**config.mk**
```make
export PLATFORM = sky130hd
export DESIGN_NAME = nec_ir_pulse_decoder_unit_flat
export DESIGN_NICKNAME = d
export VERILOG_FILES = /design/src/nec_ir_pkg.sv /design/src/nec_ir_if.sv /design/src/nec_ir_pulse_decoder_unit.sv /design/src/nec_ir_cfg_regs.sv /design/src/nec_ir_decide.sv /design/src/flat_wrapper.sv
export SDC_FILE = /design/constraint.sdc
export NUM_CORES = 1
export LEC_CHECK = 0
export ABC_AREA = 0
export BUFFER_PORTS_ARGS = -buffer_cell sky130_fd_sc_hd__buf_2
export CELL_PAD_IN_SITES_DETAIL_PLACEMENT = 1
export CELL_PAD_IN_SITES_GLOBAL_PLACEMENT = 1
export CORE_MARGIN = 4
export CORE_UTILIZATION = 40
export CTS_BUF_LIST = sky130_fd_sc_hd__clkbuf_4
export CTS_CLUSTER_SIZE = 14
export DETAILED_ROUTE_END_ITERATION = 10
export PLACE_DENSITY = 0.81
export SLEW_MARGIN = 20
export SYNTH_ARGS = -nofsm -noshare
export SYNTH_HDL_FRONTEND = slang
export SYNTH_SLANG_ARGS = --single-unit
```
**constraint.sdc**
```tcl
create_clock -name clk -period 7.3 [get_ports clk]
set_input_delay 1.46 -clock clk [delete_from_list [all_inputs] [get_ports clk]]
set_output_delay 1.46 -clock clk [all_outputs]
set_load 0.1 [all_outputs]
```
**src/nec_ir_pkg.sv**
```systemverilog
// nec ir decoder package: widths, register indexes, status codes, state types
// and the range compare used by nec_ir_decide
// no dependencies
package nec_ir_pkg;

  localparam int DUR_W     = 16;
  localparam int CODE_W    = 32;
  localparam int CFG_W     = 32;
  localparam int CFG_IDX_W = 3;
  localparam int POS_W     = 8;
  localparam int RNG_HALF  = 16;

  localparam int BUFFER_LEN_DEF    = 128;
  localparam int MIN_TAIL_DEF      = 66;
  localparam int DURATION_BITS_DEF = 16;

  // register indexes on the config port
  localparam logic [CFG_IDX_W-1:0] CFG_INVERT_BITS = 3'd0;
  localparam logic [CFG_IDX_W-1:0] CFG_SHORT       = 3'd1;
  localparam logic [CFG_IDX_W-1:0] CFG_LONG        = 3'd2;
  localparam logic [CFG_IDX_W-1:0] CFG_LEAD_MARK   = 3'd3;
  localparam logic [CFG_IDX_W-1:0] CFG_LEAD_SPACE  = 3'd4;
  localparam logic [CFG_IDX_W-1:0] CFG_REPEAT      = 3'd5;
  localparam logic [CFG_IDX_W-1:0] CFG_PAUSE       = 3'd6;
  localparam logic [CFG_IDX_W-1:0] CFG_TAIL_SPACE  = 3'd7;

  localparam logic [CFG_W-1:0] SHORT_RST      = 32'd45875600;
  localparam logic [CFG_W-1:0] LONG_RST       = 32'd117966300;
  localparam logic [CFG_W-1:0] LEAD_MARK_RST  = 32'd622600500;
  localparam logic [CFG_W-1:0] LEAD_SPACE_RST = 32'd327684000;
  localparam logic [CFG_W-1:0] REPEAT_RST     = 32'd163842000;
  localparam logic [CFG_W-1:0] PAUSE_RST      = 32'd2752550000;
  localparam logic [CFG_W-1:0] TAIL_SPACE_RST = 32'd163842000;

  typedef enum logic [1:0] {
    ST_ERROR  = 2'd0,
    ST_NEW    = 2'd1,
    ST_REPEAT = 2'd2
  } status_t;

  typedef enum logic [3:0] {
    PH_SCAN   = 4'b0001,
    PH_LSPACE = 4'b0010,
    PH_DATA   = 4'b0100,
    PH_DONE   = 4'b1000
  } phase_t;

  // tail sequence after the data bits
  localparam logic [1:0] TAIL_NONE  = 2'd0;
  localparam logic [1:0] TAIL_PAUSE = 2'd1;
  localparam logic [1:0] TAIL_LEAD  = 2'd2;
  localparam logic [1:0] TAIL_SPACE = 2'd3;

  typedef struct packed {
    logic              invert_bits;
    logic [CFG_W-1:0]  short_range;
    logic [CFG_W-1:0]  long_range;
    logic [CFG_W-1:0]  lead_mark_range;
    logic [CFG_W-1:0]  lead_space_range;
    logic [CFG_W-1:0]  repeat_range;
    logic [CFG_W-1:0]  pause_range;
    logic [CFG_W-1:0]  tail_space_range;
  } cfg_t;

  typedef struct packed {
    phase_t             phase;
    logic [POS_W-1:0]   position;
    logic               half_bit;
    logic [1:0]         tail_stage;
    logic [CODE_W-1:0]  shift_code;
  } frame_state_t;

  localparam frame_state_t FRAME_CLEAR = '{
    phase:      PH_SCAN,
    position:   '0,
    half_bit:   1'b0,
    tail_stage: TAIL_NONE,
    shift_code: '0
  };

  // minimum in the low half, maximum in the high half, both inclusive
  function automatic logic in_rng(input logic [DUR_W-1:0] d, input logic [CFG_W-1:0] r);
    return (d >= r[RNG_HALF-1:0]) && (d <= r[CFG_W-1:RNG_HALF]);
  endfunction

endpackage

```
**src/nec_ir_if.sv**
```systemverilog
// item channels of the nec ir decoder: durations in, decode results out
// depends on nec_ir_pkg
interface nec_ir_in_if import nec_ir_pkg::*; ();
  logic             valid;
  logic             ready;
  logic [DUR_W-1:0] duration;
  logic             frame_first;
  logic             frame_last;

  modport source (output valid, duration, frame_first, frame_last, input ready);
  modport sink   (input valid, duration, frame_first, frame_last, output ready);
endinterface

interface nec_ir_out_if import nec_ir_pkg::*; ();
  logic              valid;
  logic              ready;
  logic [1:0]        status;
  logic [CODE_W-1:0] code;

  modport source (output valid, status, code, input ready);
  modport sink   (input valid, status, code, output ready);
endinterface

```
**src/nec_ir_pulse_decoder_unit.sv**
```systemverilog
// Decodes NEC infrared frames from captured edge durations, one duration per
// item. Throughput is one item per clock unless a result waits on a stalled
// output; an item is held in the input register, then the range compares and
// frame-state update feed the result register. Each frame gives at most one
// result (error, new code or repeat); later items are dropped until the next
// frame_first. The user must write configuration registers through cfg_we/
// cfg_index/cfg_wdata only while no item is in flight, unchecked by the block.
// top level; depends on nec_ir_pkg, nec_ir_if, nec_ir_cfg_regs, nec_ir_decide
module nec_ir_pulse_decoder_unit import nec_ir_pkg::*; #(
  parameter int BUFFER_LEN    = BUFFER_LEN_DEF,
  parameter int MIN_TAIL      = MIN_TAIL_DEF,
  parameter int DURATION_BITS = DURATION_BITS_DEF
) (
  input  logic                 clk,
  input  logic                 rst_n,
  nec_ir_in_if.sink            in_ch,
  nec_ir_out_if.source         out_ch,
  input  logic                 cfg_we,
  input  logic [CFG_IDX_W-1:0] cfg_index,
  input  logic [CFG_W-1:0]     cfg_wdata
);

  cfg_t cfg;

  logic             stg_vld_r, stg_vld_nxt;
  logic [DUR_W-1:0] stg_dur_r;
  logic             stg_first_r;
  logic             stg_last_r;

  frame_state_t state_r, state_nxt;
  logic         res_fire;
  status_t      res_status;

  logic              out_vld_r, out_vld_nxt;
  status_t           out_status_r;
  logic [CODE_W-1:0] out_code_r;

  logic in_take;
  logic advance;

  nec_ir_cfg_regs u_cfg (
    .clk   (clk),
    .rst_n (rst_n),
    .we    (cfg_we),
    .idx   (cfg_index),
    .wdata (cfg_wdata),
    .cfg   (cfg)
  );

  nec_ir_decide #(
    .BUFFER_LEN    (BUFFER_LEN),
    .MIN_TAIL      (MIN_TAIL),
    .DURATION_BITS (DURATION_BITS)
  ) u_decide (
    .cfg      (cfg),
    .state_i  (state_r),
    .duration (stg_dur_r),
    .first    (stg_first_r),
    .last     (stg_last_r),
    .state_o  (state_nxt),
    .fire     (res_fire),
    .status   (res_status)
  );

  // an item without a result moves on even while the output is stalled
  assign advance = stg_vld_r && (!res_fire || !out_vld_r || out_ch.ready);
  assign in_ch.ready = !stg_vld_r || advance;
  assign in_take = in_ch.valid && in_ch.ready;

  always_comb begin
    stg_vld_nxt = stg_vld_r;
    if (in_take) begin
      stg_vld_nxt = 1'b1;
    end else if (advance) begin
      stg_vld_nxt = 1'b0;
    end
    out_vld_nxt = out_vld_r;
    if (advance && res_fire) begin
      out_vld_nxt = 1'b1;
    end else if (out_ch.ready) begin
      out_vld_nxt = 1'b0;
    end
  end

  always_ff @(posedge clk) begin
    if (!rst_n) begin
      stg_vld_r <= 1'b0;
      out_vld_r <= 1'b0;
      state_r   <= FRAME_CLEAR;
    end else begin
      stg_vld_r <= stg_vld_nxt;
      out_vld_r <= out_vld_nxt;
      if (advance) begin
        state_r <= state_nxt;
      end
    end
  end

  always_ff @(posedge clk) begin
    if (in_take) begin
      stg_dur_r   <= in_ch.duration;
      stg_first_r <= in_ch.frame_first;
      stg_last_r  <= in_ch.frame_last;
    end
    if (advance && res_fire) begin
      out_status_r <= res_status;
      out_code_r   <= state_nxt.shift_code;
    end
  end

  assign out_ch.valid  = out_vld_r;
  assign out_ch.status = out_status_r;
  assign out_ch.code   = out_code_r;

`ifndef SYNTHESIS
  a_done_silent: assert property (@(posedge clk) disable iff (!rst_n)
    advance && state_r.phase == PH_DONE && !stg_first_r |-> !res_fire)
    else $error("result from a frame already decided");

  a_result_closes: assert property (@(posedge clk) disable iff (!rst_n)
    advance && res_fire |=> state_r.phase == PH_DONE)
    else $error("frame not closed after its result");

  a_pos_in_buffer: assert property (@(posedge clk) disable iff (!rst_n)
    state_r.phase != PH_DONE |-> int'(state_r.position) < BUFFER_LEN)
    else $error("open frame past end of buffer");

  a_half_in_data: assert property (@(posedge clk) disable iff (!rst_n)
    state_r.half_bit |-> state_r.phase == PH_DATA || state_r.phase == PH_DONE)
    else $error("half bit set outside data phase");

  a_no_overwrite: assert property (@(posedge clk) disable iff (!rst_n)
    out_vld_r && !out_ch.ready |=> out_vld_r && $stable(out_code_r))
    else $error("pending result overwritten");
`endif

endmodule

```
**src/nec_ir_cfg_regs.sv**
```systemverilog
// configuration registers of the nec ir decoder, written through a plain
// write port; depends on nec_ir_pkg
module nec_ir_cfg_regs import nec_ir_pkg::*; (
  input  logic                 clk,
  input  logic                 rst_n,
  input  logic                 we,
  input  logic [CFG_IDX_W-1:0] idx,
  input  logic [CFG_W-1:0]     wdata,
  output cfg_t                 cfg
);

  cfg_t cfg_r;
  cfg_t cfg_nxt;

  always_comb begin
    cfg_nxt = cfg_r;
    if (we) begin
      unique case (idx)
        CFG_INVERT_BITS: cfg_nxt.invert_bits      = wdata[0];
        CFG_SHORT:       cfg_nxt.short_range      = wdata;
        CFG_LONG:        cfg_nxt.long_range       = wdata;
        CFG_LEAD_MARK:   cfg_nxt.lead_mark_range  = wdata;
        CFG_LEAD_SPACE:  cfg_nxt.lead_space_range = wdata;
        CFG_REPEAT:      cfg_nxt.repeat_range     = wdata;
        CFG_PAUSE:       cfg_nxt.pause_range      = wdata;
        CFG_TAIL_SPACE:  cfg_nxt.tail_space_range = wdata;
        default:         cfg_nxt = cfg_r;
      endcase
    end
  end

  always_ff @(posedge clk) begin
    if (!rst_n) begin
      cfg_r.invert_bits      <= 1'b0;
      cfg_r.short_range      <= SHORT_RST;
      cfg_r.long_range       <= LONG_RST;
      cfg_r.lead_mark_range  <= LEAD_MARK_RST;
      cfg_r.lead_space_range <= LEAD_SPACE_RST;
      cfg_r.repeat_range     <= REPEAT_RST;
      cfg_r.pause_range      <= PAUSE_RST;
      cfg_r.tail_space_range <= TAIL_SPACE_RST;
    end else begin
      cfg_r <= cfg_nxt;
    end
  end

  assign cfg = cfg_r;

endmodule

```
**src/nec_ir_decide.sv**
```systemverilog
// per-duration decision logic of the nec ir decoder: next frame state and
// the result of one item; depends on nec_ir_pkg
module nec_ir_decide import nec_ir_pkg::*; #(
  parameter int BUFFER_LEN    = BUFFER_LEN_DEF,
  parameter int MIN_TAIL      = MIN_TAIL_DEF,
  parameter int DURATION_BITS = DURATION_BITS_DEF
) (
  input  cfg_t             cfg,
  input  frame_state_t     state_i,
  input  logic [DUR_W-1:0] duration,
  input  logic             first,
  input  logic             last,
  output frame_state_t     state_o,
  output logic             fire,
  output status_t          status
);

  localparam int DUSE = (DURATION_BITS < DUR_W) ? DURATION_BITS : DUR_W;
  localparam logic [DUR_W-1:0] DMASK = DUR_W'((64'(1) << DUSE) - 64'(1));
  localparam int LATE_MAX = BUFFER_LEN - MIN_TAIL;

  frame_state_t     cur;
  frame_state_t     nxt;
  logic [DUR_W-1:0] d;
  logic             dec;
  logic             late;
  logic             buf_end;
  status_t          stat;

  assign d = duration & DMASK;

  always_comb begin
    cur = first ? FRAME_CLEAR : state_i;
    nxt = cur;
    dec = 1'b0;
    stat = ST_ERROR;
    // lead mark leaves too few slots behind it
    late = int'({1'b0, cur.position}) > LATE_MAX;
    buf_end = ({1'b0, cur.position} + (POS_W+1)'(1)) >= (POS_W+1)'(BUFFER_LEN);

    unique case (cur.phase)
      PH_SCAN: begin
        if (in_rng(d, cfg.repeat_range)) begin
          dec = 1'b1;
          stat = ST_REPEAT;
        end else if (in_rng(d, cfg.lead_mark_range)) begin
          if (late) begin
            dec = 1'b1;
          end else begin
            nxt.phase = PH_LSPACE;
          end
        end
      end
      PH_LSPACE: begin
        if (!in_rng(d, cfg.lead_space_range)) begin
          dec = 1'b1;
        end else begin
          nxt.phase = PH_DATA;
        end
      end
      PH_DATA: begin
        priority if (in_rng(d, cfg.short_range)) begin
          if (cur.tail_stage == TAIL_SPACE) begin
            dec = 1'b1;
            stat = ST_NEW;
          end else if (!cur.half_bit) begin
            nxt.half_bit = 1'b1;
          end else begin
            nxt.half_bit = 1'b0;
            nxt.shift_code = {cur.shift_code[CODE_W-2:0], ~cfg.invert_bits};
          end
        end else if (in_rng(d, cfg.long_range)) begin
          if (!cur.half_bit) begin
            dec = 1'b1;
          end else begin
            nxt.half_bit = 1'b0;
            nxt.shift_code = {cur.shift_code[CODE_W-2:0], cfg.invert_bits};
          end
        end else if (d == '0 && cur.half_bit) begin
          // empty slot after a short closes the frame
          dec = 1'b1;
          stat = ST_NEW;
        end else if (in_rng(d, cfg.pause_range)) begin
          nxt.tail_stage = TAIL_PAUSE;
        end else if (cur.tail_stage == TAIL_PAUSE && in_rng(d, cfg.lead_mark_range)) begin
          nxt.tail_stage = TAIL_LEAD;
        end else if (cur.tail_stage == TAIL_LEAD && in_rng(d, cfg.tail_space_range)) begin
          nxt.tail_stage = TAIL_SPACE;
        end else if (in_rng(d, cfg.repeat_range)) begin
          dec = 1'b1;
          stat = ST_REPEAT;
        end else begin
          dec = 1'b1;
        end
      end
      PH_DONE: begin
        dec = 1'b0;
      end
      default: begin
        dec = 1'b0;
      end
    endcase

    if (cur.phase != PH_DONE) begin
      if (!dec && (buf_end || last)) begin
        dec = 1'b1;
        stat = ST_ERROR;
      end
      nxt.position = cur.position + POS_W'(1);
      if (dec) begin
        nxt.phase = PH_DONE;
      end
    end
  end

  assign state_o = nxt;
  assign fire    = dec;
  assign status  = stat;

endmodule

```
**src/flat_wrapper.sv**
```systemverilog
// flat-port wrapper written by rule: the top's interface ports become plain ports
module nec_ir_pulse_decoder_unit_flat import nec_ir_pkg::*;
#(
  parameter int BUFFER_LEN    = BUFFER_LEN_DEF,
  parameter int MIN_TAIL      = MIN_TAIL_DEF,
  parameter int DURATION_BITS = DURATION_BITS_DEF
)
  (clk, rst_n, cfg_we, cfg_index, cfg_wdata, in_ch_valid, in_ch_duration, in_ch_frame_first, in_ch_frame_last, in_ch_ready, out_ch_valid, out_ch_status, out_ch_code, out_ch_ready);
  nec_ir_in_if in_ch_i ();
  nec_ir_out_if out_ch_i ();
  input  logic clk;
  input  logic rst_n;
  input  logic cfg_we;
  input  logic [CFG_IDX_W-1:0] cfg_index;
  input  logic [CFG_W-1:0] cfg_wdata;
  input wire logic [$bits(in_ch_i.valid)-1:0] in_ch_valid;
  input wire logic [$bits(in_ch_i.duration)-1:0] in_ch_duration;
  input wire logic [$bits(in_ch_i.frame_first)-1:0] in_ch_frame_first;
  input wire logic [$bits(in_ch_i.frame_last)-1:0] in_ch_frame_last;
  output wire logic [$bits(in_ch_i.ready)-1:0] in_ch_ready;
  output wire logic [$bits(out_ch_i.valid)-1:0] out_ch_valid;
  output wire logic [$bits(out_ch_i.status)-1:0] out_ch_status;
  output wire logic [$bits(out_ch_i.code)-1:0] out_ch_code;
  input wire logic [$bits(out_ch_i.ready)-1:0] out_ch_ready;
  assign in_ch_i.valid = in_ch_valid;
  assign in_ch_i.duration = in_ch_duration;
  assign in_ch_i.frame_first = in_ch_frame_first;
  assign in_ch_i.frame_last = in_ch_frame_last;
  assign in_ch_ready = in_ch_i.ready;
  assign out_ch_valid = out_ch_i.valid;
  assign out_ch_status = out_ch_i.status;
  assign out_ch_code = out_ch_i.code;
  assign out_ch_i.ready = out_ch_ready;
  nec_ir_pulse_decoder_unit #(.BUFFER_LEN(BUFFER_LEN), .MIN_TAIL(MIN_TAIL), .DURATION_BITS(DURATION_BITS)) u_core (.clk(clk), .rst_n(rst_n), .in_ch(in_ch_i), .out_ch(out_ch_i), .cfg_we(cfg_we), .cfg_index(cfg_index), .cfg_wdata(cfg_wdata));
endmodule
```
## Yosys cells after proc, flatten, opt, wreduce, memory -nomap -nowiden

Cells that the tools add are included.

| word-level totals | value |
|---|---|
| logic and storage cells | 141 |
| bits in registers | 326 |
| output and inout bits | 36 |

| operators by class | value |
|---|---|
| add/subtract/negate cells | 2 |
| bitwise gates (word level) | 1 |
| order comparisons | 16 |
| mux-type cells | 54 |
| equal/unequal tests | 14 |
| reductions and logical operators | 34 |

Operators with widths:

| kind | number |
|---|---|
| $mux W32 | 5 |
| $ge A16 B16 Y1 | 7 |
| $le A16 B16 Y1 | 7 |
| $mux W47 | 1 |
| $mux W35 | 1 |
| $mux W2 | 15 |
| $mux W1 | 23 |
| $mux W4 | 5 |
| $logic_not A16 Y1 | 1 |
| $reduce_and A2 Y1 | 8 |
| $logic_and A1 B1 Y1 | 14 |
| $eq A3 B3 Y1 const B | 4 |
| $mux W12 | 1 |
| $add A8 B1 Y9 const B | 1 |
| $ge A9 B8 Y1 const B | 1 |
| $add A8 B1 Y8 const B | 1 |
| $gt A8 B6 Y1 const B | 1 |
| $pmux W4 S2 | 1 |
| $eq A3 B2 Y1 const B | 2 |
| $eq A2 B2 Y1 const B | 2 |
| $eq A4 B1 Y1 const B | 1 |
| $eq A4 B2 Y1 const B | 1 |
| $eq A4 B3 Y1 const B | 1 |
| $logic_not A1 Y1 | 4 |
| other kinds (9) | 13 |

## Longest topological paths before layout

Gate-level depths: netlist of run 1.

| logic depth | value |
|---|---|
| word-level depth | 22 |
| gate-level depth with buffers | 16 |
| depth with buffers taken out | 13 |

## Hierarchy

Synthesis of run 1 repeated with hierarchy kept, for this count alone.

| second synthesis, totals | value |
|---|---|
| cells, all modules | 2,158 |
| area, all modules | 19,566.3 um2 |

By module, submodules not included:

| module | area each (um2) | times used | seq. area each (um2) | cells each |
|---|---|---|---|---|
| nec_ir_cfg_regs | 8,667.1 | 1 | 4,504.3 | 808 |
| nec_ir_decide | 7,355.8 | 1 | 0.0 | 1,083 |
| nec_ir_pulse_decoder_unit | 3,543.4 | 1 | 2,542.4 | 267 |

## Worst setup path before layout of run 1

Ideal clock, no wire load.

| path | value |
|---|---|
| path kind | flip-flop to output port |
| start | register u_core.stg_dur_r[0] |
| end | output in_ch_ready |
| stages on the path, launching flop included | 12 |
| required time | 5,840 ps |
| arrival | 3,601 ps |
| setup slack | 2,239 ps |
| cell sequence | edfxtp_1 > inv_1 > ha_1 > or3b_1 > o2111ai_1 > a311o_1 > o211ai_1 > a221o_1 > a211o_1 > o2111ai_1 > nor3b_2 > or3_1 |

| on the way | value |
|---|---|
| longest elaborated chain between the ends | 20 |
| elaborated cells on any way between the ends | 45 |
| classes of those cells | 14 x order compare; 13 x mux; 18 x reduce/logical |

RTL lines:

| element | RTL line | source |
|---|---|---|
| start, declared | nec_ir_pulse_decoder_unit.sv:26 | `logic [DUR_W-1:0] stg_dur_r;` |
| start signal, assigned | nec_ir_pulse_decoder_unit.sv:101 | `stg_dur_r <= in_ch.duration;` |
| $ge A16 B16 Y1 / $le A16 B16 Y1 (equally long branches) | nec_ir_pkg.sv:83 | `return (d >= r[RNG_HALF-1:0]) && (d <= r[CFG_W-1:RNG_HALF]);` |
| $logic_and A1 B1 Y1 | nec_ir_pkg.sv:83 |  |
| $logic_and A1 B1 Y1 | nec_ir_decide.sv:87 | `end else if (cur.tail_stage == TAIL_LEAD && in_rng(d, cfg.tail_space_range)) begin` |
| $mux W1 | nec_ir_decide.sv:87 |  |
| $mux W1 | nec_ir_decide.sv:85 | `end else if (cur.tail_stage == TAIL_PAUSE && in_rng(d, cfg.lead_mark_range)) begin` |
| $mux W1 | nec_ir_decide.sv:83 | `end else if (in_rng(d, cfg.pause_range)) begin` |
| $mux W1 | nec_ir_decide.sv:79 | `end else if (d == '0 && cur.half_bit) begin` |
| $mux W1 | nec_ir_decide.sv:72 | `end else if (in_rng(d, cfg.long_range)) begin` |
| (+3 left out) | - |  |
| $logic_and A1 B1 Y1 | nec_ir_decide.sv:105 | `if (!dec && (buf_end \|\| last)) begin` |
| $mux W1 | nec_ir_decide.sv:105 |  |
| $mux W1 | nec_ir_decide.sv:104 | `if (cur.phase != PH_DONE) begin` |
| $mux W1 * | nec_ir_decide.sv:104 |  |
| $logic_not A1 Y1 * | nec_ir_pulse_decoder_unit.sv:66 | `assign advance = stg_vld_r && (!res_fire \|\| !out_vld_r \|\| out_ch.ready);` |
| $logic_or A1 B1 Y1 * (2 in series) | nec_ir_pulse_decoder_unit.sv:66 |  |
| $logic_and A1 B1 Y1 * | nec_ir_pulse_decoder_unit.sv:66 |  |
| $logic_or A1 B1 Y1 * | nec_ir_pulse_decoder_unit.sv:67 | `assign in_ch.ready = !stg_vld_r \|\| advance;` |
| end, declared | flat_wrapper.sv:20 | `output wire logic [$bits(in_ch_i.ready)-1:0] in_ch_ready;` |

Mark *: on every way between the ends. The rest lies on a longest branch, timed or not. The select of a mux whose other input is x is not followed.

## Worst setup path after layout of run 1

| path | value |
|---|---|
| start | register u_core.stg_dur_r[15] |
| end | output in_ch_ready |

The elaborated chain is that of the path after synthesis.

==> metrics.txt, run 1 <==
worst min path class=reg -> reg; Port Buffer Count=93; Slew Viols, Final=0; GR Overflow Total=0; Area Growth Syn to Fin=13.0%; max cap viols=0; Tightest Pin Transition=1.20 ns; # Post-CTS Setup Buffers=0; post-synth top area share=30.7%; Worst path max stage delay=0.79 ns; Sw Ratio=30.1%; Post-synth top cells=nand2_1, dfxtp_1, a21oi_1; Mean Syn Cell Area=8.44 sq um; # DRC=0; Tot GR Track Use=roughly 27%; core area=around 44000 sq um; synth top area cells=dfxtp_1, ha_1, nand2_1; vias in the first global route=17323; RSZ-0062 raised after global routing=no; maximum root-to-sink buffer count=3; clock power share=between 40% and 50%; root buf cell=clkbuf_4; FMAX=140 MHz; worst path bufs/invs=1; dpl ws=1.27 ns; Pint=a little under 3 mW; critical path endpoint category=primary output; Final setup viols=0; sequential power share=45.5%; Final Hold Vio Count=0; initial drt markers=1044; Max Fanout on Critical Path=15; antenna violations before repair=11; clock transition at the registers of the reported paths=0.07 ns; dpl hpwl=46.1 mm; fillcell total=5348; Setup crit start kind=flop; Main synth FF type=dfxtp_1; Setup TNS=0 ns; Comb pwr share=12.4%; cell area power density=208 nW/um^2; worst setup path class=reg -> out; ys async rst share=0%; Seq. cell area=around 7000 sq um; critical path, cell by cell=ha_1 -> nand4_1 -> nor3_1 -> o31ai_1 -> a22o_1 -> a211o_1 -> o2111ai_1 -> nor3b_2 -> or3_1 -> buf_2; leak pwr=~8.3 nW; slowest stage cell on the critical path=nor3_1; Final Non-Filler Cells=2899; CTS H-tree depth=3; clock skew=~0.061 ns; period utilization=97.8%; Synth area leader=dfxtp_1; fraction of layout cells with a size suffix above 1=about an eighth; number of flops mapped to enable cells by yosys=52; critical path arrival=about 5.7 ns; CTS tree=done; sequential share of the synthesized area=39.5%; Detail Route Antenna Nets=0; leading cell type by number of instances after synthesis=nand2_1; post-route setup slack=0.162 ns; post-DR vias/cell=between 5 and 6; drt pass-1 iters=5; DIE AREA=48100 sq um; syn_nets=2399; Starting Density=40.4%; first-pass GRT wire length=between 90 and 100 mm; # resized after CTS=0; synth warn=0; maximum VDD drop=between 0.1 and 0.15 mV; Mapped Area=17900 sq um; largest net degree at the start of global routing=144; IO Count=94; post-DR wirelength/cell=around 23 um; Worst-Skew Late Latency=0.91 ns; Crit path required time=5.84 ns; vias post-DR=16642; Hold WS=0.457 ns; Final min period=between 7 and 8 ns; Die H=approximately 220 um; die width=219 um; outcome=finished clean; Psw=1.27 mW; total CTS buffers=between 90 and 100; Placer Congestion=between 0.9 and 1; Max-slew headroom=about 20%; Final Total Pwr=4.20 mW; flops & latches, synth=326; Routed WL=about 67 mm; placed cell count=2721; area of the multi-input gates=9690 sq um; library cells used by synthesis=62; Layout Nets=2507; # rows=77; Synth Instances=between 2000 and 2500; hold_buf cts=0; CP top delay family=simple AND/OR/NAND/NOR gates; sinks on the clock net=326
-- cell type report --
class / instances / share of cell area, %
Antenna cell: 9 / 0.112
Clock buffer: 139 / 5.17
Clock inverter: 30 / 0.843
Inverter: 224 / 4.20
Multi-Input combinational cell: 1466 / 48.0
Sequential cell: 326 / 34.9
Tap cell: 592 / 3.67
Timing Repair Buffer: 113 / 3.06
-- power by group through the flow --
stage	clock, mW	sequential (mW)	combinational [mW]
floorplan	0	1.98	0.274
global placement	0	1.95	0.486
detailed placement	0	1.95	0.511
CTS	1.81	1.91	0.515
global route	1.92	1.92	0.566
finish	1.77	1.92	0.522
-- metal layers --
layer	wire length, um	global-route usage [%]	vias up
met1	26500	31.2	8247
met5	12	0	-
met4	3580	14.6	2
met3	3610	5.41	188
met2	32800	47.1	530
li1	-	-	7675
-- logic make-up after synthesis --
kind of cell    Yosys count  share of synthesized area (%)
flops                   326                           39.5
compound gates          524                           18.6
buf+inv                 323                           6.82
fa+ha+maj               226                           15.8
simple gates            651                           15.7
xor+xnor                  1                         0.0491
mux                      64                           3.59
-- worst reg2reg max path, delay by kind of cell (launching register included) --
kind | cells | cell delay [ns]
AOI/OAI and AO/OA | 4 | 1.33
adders and majority gates | 1 | 0.50
DFF | 1 | 0.71
and+or+nand+nor | 4 | 2.54
-- flip-flops by register name (all words and copies together), names as in the netlist --
| signal | count |
|---|---|
| u_core.out_ch.code | 32 |
| u_core.out_ch.status | 2 |
| u_core.out_ch.valid | 1 |
| u_core.state_r | 47 |
| u_core.stg_dur_r | 16 |
| u_core.stg_first_r | 1 |
| u_core.stg_last_r | 1 |
| u_core.stg_vld_r | 1 |
| u_core.u_cfg.cfg | 225 |
-- cell usage in the layout (no fill, tap or decap), drive strengths merged, types with 15 or more instances in the layout --
master / instances
nor2b: 15
buf: 113
o211ai: 84
inv: 226
a21o: 18
clkinv: 24
dfxtp: 274
clkbuf: 139
nand2: 431
a21oi: 260
nand4: 35
nand3: 36
a221oi: 37
nor2: 69
ha: 226
mux2i: 64
o21ai: 33
edfxtp: 52
-- path summary, 6_finish.rpt --
kind	slack [ns]	depth (start not counted)	end	start
setup reg to reg	1.83	9	u_core.out_ch.code[0]$_DFFE_PP_	u_core.stg_dur_r[15]$_DFFE_PP_
setup / recovery	0.16	10	in_ch_ready	u_core.stg_dur_r[15]$_DFFE_PP_
hold / removal	0.46	2	u_core.u_cfg.cfg[84]$_SDFFE_PN0P_	u_core.u_cfg.cfg[84]$_SDFFE_PN0P_
hold reg to reg	0.46	2	u_core.u_cfg.cfg[84]$_SDFFE_PN0P_	u_core.u_cfg.cfg[84]$_SDFFE_PN0P_
-- stage by stage --
stage | util (%) | cell area, sq um
final | 45.6 | 20200
after global routing | 45.6 | 20200
after global placement | 42.8 | 18900
after CTS | 45.6 | 20200
after floorplan | - | 17900
after detailed placement | 42.8 | 18900
Power figures use the tool's default switching activity.
==> run 2, diff against run 1 <==
--- a/config.mk
+++ b/config.mk
@@ -14,8 +14,9 @@
 export CTS_BUF_LIST = sky130_fd_sc_hd__clkbuf_4
 export CTS_CLUSTER_SIZE = 14
 export DETAILED_ROUTE_END_ITERATION = 10
-export PLACE_DENSITY = 0.81
+export PLACE_DENSITY = 0.8
 export SLEW_MARGIN = 20
 export SYNTH_ARGS = -nofsm -noshare
 export SYNTH_HDL_FRONTEND = slang
+export SYNTH_HIERARCHICAL = 1
 export SYNTH_SLANG_ARGS = --single-unit
==> metrics.txt, run 2 <==
core area=48000 sq um (was 44200 sq um); Detail Route Antenna Nets=0 (unchanged); compound-cell area share of the yosys netlist=10.6% (was 18.6%); Synth Area in XOR/XNOR=0.269% (was 0.0490%); FMAX=155 MHz (was 140 MHz); area of the multi-input gates=11100 sq um (was 9690 sq um); largest family of logic cells by synthesized area=simple AND/OR/NAND/NOR gates (was compound AO/OA/AOI/OAI gates); CP top delay family=simple AND/OR/NAND/NOR gates (unchanged); Worst path depth=12 (was 10); synth top area cells=dfxtp_1, ha_1, mux2i_1 (was dfxtp_1, ha_1, nand2_1); Final Hold Vio Count=0 (unchanged); Final Total Pwr=4.16 mW (was 4.20 mW); RSZ-0062 raised after global routing=no (unchanged); Mapped Area=19600 sq um (was 17900 sq um); critical path endpoint category=primary output (unchanged); most common cell after layout, fill and taps aside=nand2_1 (unchanged); sequential share of the synthesized area=36.0% (was 39.5%); Tot GR Track Use=23.4% (was 27.1%); initial drt markers=1074 (was 1044); synth warn=6 (was 0); met2 global-route usage=37.6% (was 47.1%); fillcell total=5671 (was 5348); Mean Syn Cell Area=9.07 sq um (was 8.44 sq um); # DRC=0 (unchanged); outcome=finished clean (unchanged); gr busiest metal=met2 (unchanged); worst path bufs/invs=1 (unchanged); worst setup path class=reg -> out (unchanged); flops & latches, synth=326 (unchanged); worst min path class=reg -> reg (unchanged); cell area power density=193 nW/um^2 (was 208 nW/um^2); post-synth top area share=28.0% (was 30.7%); Seq. cell area=7050 sq um (unchanged); sinks on the clock net=326 (unchanged); DIE AREA=52500 sq um (was 48100 sq um); Worst-Skew Late Latency=0.87 ns (was 0.91 ns); Crit path required time=5.84 ns (about the same); IO Count=94 (unchanged); period utilization=88.4% (was 97.8%); slowest stage cell on the critical path=edfxtp_1 (was nor3_1); Setup TNS=0 ns (unchanged); Final min period=6.45 ns (was 7.14 ns); Worst path max stage delay=0.76 ns (was 0.79 ns); Hold Path Stages=2 (unchanged); Tightest Pin Transition=1.07 ns (was 1.20 ns); number of flops mapped to enable cells by yosys=52 (unchanged); Final setup viols=0 (unchanged); vias post-DR=16364 (was 16642); ys async rst share=0% (unchanged); Largest register FFs=225 (unchanged); maximum root-to-sink buffer count=3 (unchanged); Main synth FF type=dfxtp_1 (unchanged); largest net degree at the start of global routing=132 (was 144); die width=229 um (was 219 um); critical path, cell by cell=ha_1 -> nand4_1 -> nor4_1 -> a21boi_1 -> o31ai_1 -> nand2_2 -> or4b_1 -> o2111ai_1 -> nand2_1 -> and2_1 -> nand2_1 -> buf_2 (was ha_1 -> nand4_1 -> nor3_1 -> o31ai_1 -> a22o_1 -> a211o_1 -> o2111ai_1 -> nor3b_2 -> or3_1 -> buf_2); root buf cell=clkbuf_4 (unchanged); # rows=80 (was 77); clock skew=0.0733 ns (was 0.0612 ns); most frequent cells in the layout=nand2_1, dfxtp_1, mux2i_1 (was nand2_1, dfxtp_1, a21oi_1); Starting Density=40.7% (was 40.4%); Most Frequent Cell on Critical Path=nand2_1; Port Buffer Count=93 (unchanged); R2R cell count=12 (was 9); Routed WL=62.8 mm (was 66.5 mm); Max-slew headroom=28.9% (was 19.8%); leading cell type by number of instances after synthesis=nand2_1 (unchanged); GR Overflow Total=0 (unchanged); drt pass-1 iters=5 (unchanged); GR Layer Usage met3=4.82% (was 5.41%); Synth area leader=dfxtp_1 (unchanged); Placer Congestion=0.912 (was 0.932); Area Growth Syn to Fin=10.3% (was 13.0%); critical path arrival=4.99 ns (was 5.68 ns); Die H=229 um (was 219 um); CTS tree=done (unchanged); dpl hpwl=43.4 mm (was 46.1 mm); post-DR vias/cell=5.56 (was 5.74); clock transition at the registers of the reported paths=0.06 ns (was 0.07 ns); Synth Area in Simple Gates=17.4% (was 15.7%); library cells used by synthesis=81 (was 62); CTS H-tree depth=3 (unchanged); hold_buf cts=0 (unchanged); Layout Nets=2542 (was 2507); post-DR wirelength/cell=21.3 um (was 22.9 um); vias in the first global route=17311 (was 17323); syn_nets=2442 (was 2399); Final Non-Filler Cells=2945 (was 2899); Util after Layout=44.9% (was 45.6%); # Post-CTS Setup Buffers=0 (unchanged); first-pass GRT wire length=97.5 mm (was 99.9 mm); Post-synth top cells=nand2_1, dfxtp_1, mux2i_1 (was nand2_1, dfxtp_1, a21oi_1); antenna violations before repair=9 (was 11); leak pwr=9.92 nW (was 8.25 nW); Hold WS=0.463 ns (was 0.457 ns); fraction of layout cells with a size suffix above 1=11.7% (was 12.5%); Synth Instances=2158 (was 2115); Max Fanout on Critical Path=15 (unchanged); maximum VDD drop=0.0944 mV (was 0.117 mV); Setup crit start kind=flop (unchanged); total CTS buffers=93 (was 92); max cap viols=0 (unchanged); Adder-Cell Fraction of Synth Area=14.5% (was 15.8%); placed cell count=2778 (was 2721); GRT met1 Usage=30.7% (was 31.2%); multiplexer area fraction after synthesis=14.0% (was 3.59%); Slew Viols, Final=0 (unchanged); # resized after CTS=0 (unchanged)
## run 2: cell families (layout without fill, tap and decap cells)
logic type | after synthesis | in the layout
and+or+nand+nor | 689 | 689
buffers and inverters | 327 | 492
DFF | 326 | 326
AOI/OAI and AO/OA | 311 | 311
muxes | 273 | 273
adders and majority gates | 226 | 226
xor gates and xnor gates | 6 | 6
other | 0 | 7
## run 2: metal layers
metal / part of all wire, % / up-vias
li1: - / 7724
met4: 3.5 / 2
met3: 6.6 / 120
met1: 44 / 8039
met2: 45 / 479
met5: 0.021 / -
## run 2: per-stage QoR
stage	setup WS, ns	instance area (sq um)
floorplan	2.43	19600
global route	0.569	21600
detailed placement	1.87	20400
finish	0.848	21600
global placement	1.92	20400
CTS	0.866	21600
## run 2: power by group
| part | internal, mW | total [mW] | switching, mW | leakage [nW] |
|---|---|---|---|---|
| sequential | 1.86 | 1.91 | 0.0504 | 2.77 |
| clock | 0.945 | 1.78 | 0.833 | 0.700 |
| combinational | 0.171 | 0.472 | 0.300 | 6.45 |
## run 2: area by class of cell
class                           count  area share (%)
Sequential cell                   326            32.6
Inverter                          221            3.84
Clock buffer                      134            4.66
Antenna cell                        7          0.0812
Tap cell                          615            3.57
Timing Repair Buffer              111            2.89
Multi-Input combinational cell   1505            51.4
Clock inverter                     26           0.904
## run 2: path summary, 6_finish.rpt
kind,startpoint,endpoint,slack (ns)
setup reg to reg,u_core/stg_dur_r[7]$_DFFE_PP_,u_core/stg_first_r$_DFFE_PP_,2.35
setup / recovery,u_core/stg_dur_r[7]$_DFFE_PP_,in_ch_ready,0.85
hold reg to reg,u_core/u_cfg/cfg[40]$_SDFFE_PN0P_,u_core/u_cfg/cfg[40]$_SDFFE_PN0P_,0.46
hold / removal,u_core/u_cfg/cfg[40]$_SDFFE_PN0P_,u_core/u_cfg/cfg[40]$_SDFFE_PN0P_,0.46
## run 2: worst min-delay path, delay by kind of cell (launching register included)
kind / cells / cell delay [ns]
AND/OR/NAND/NOR: 1 / 0.05
multiplexers: 1 / 0.05
flip-flops: 1 / 0.31
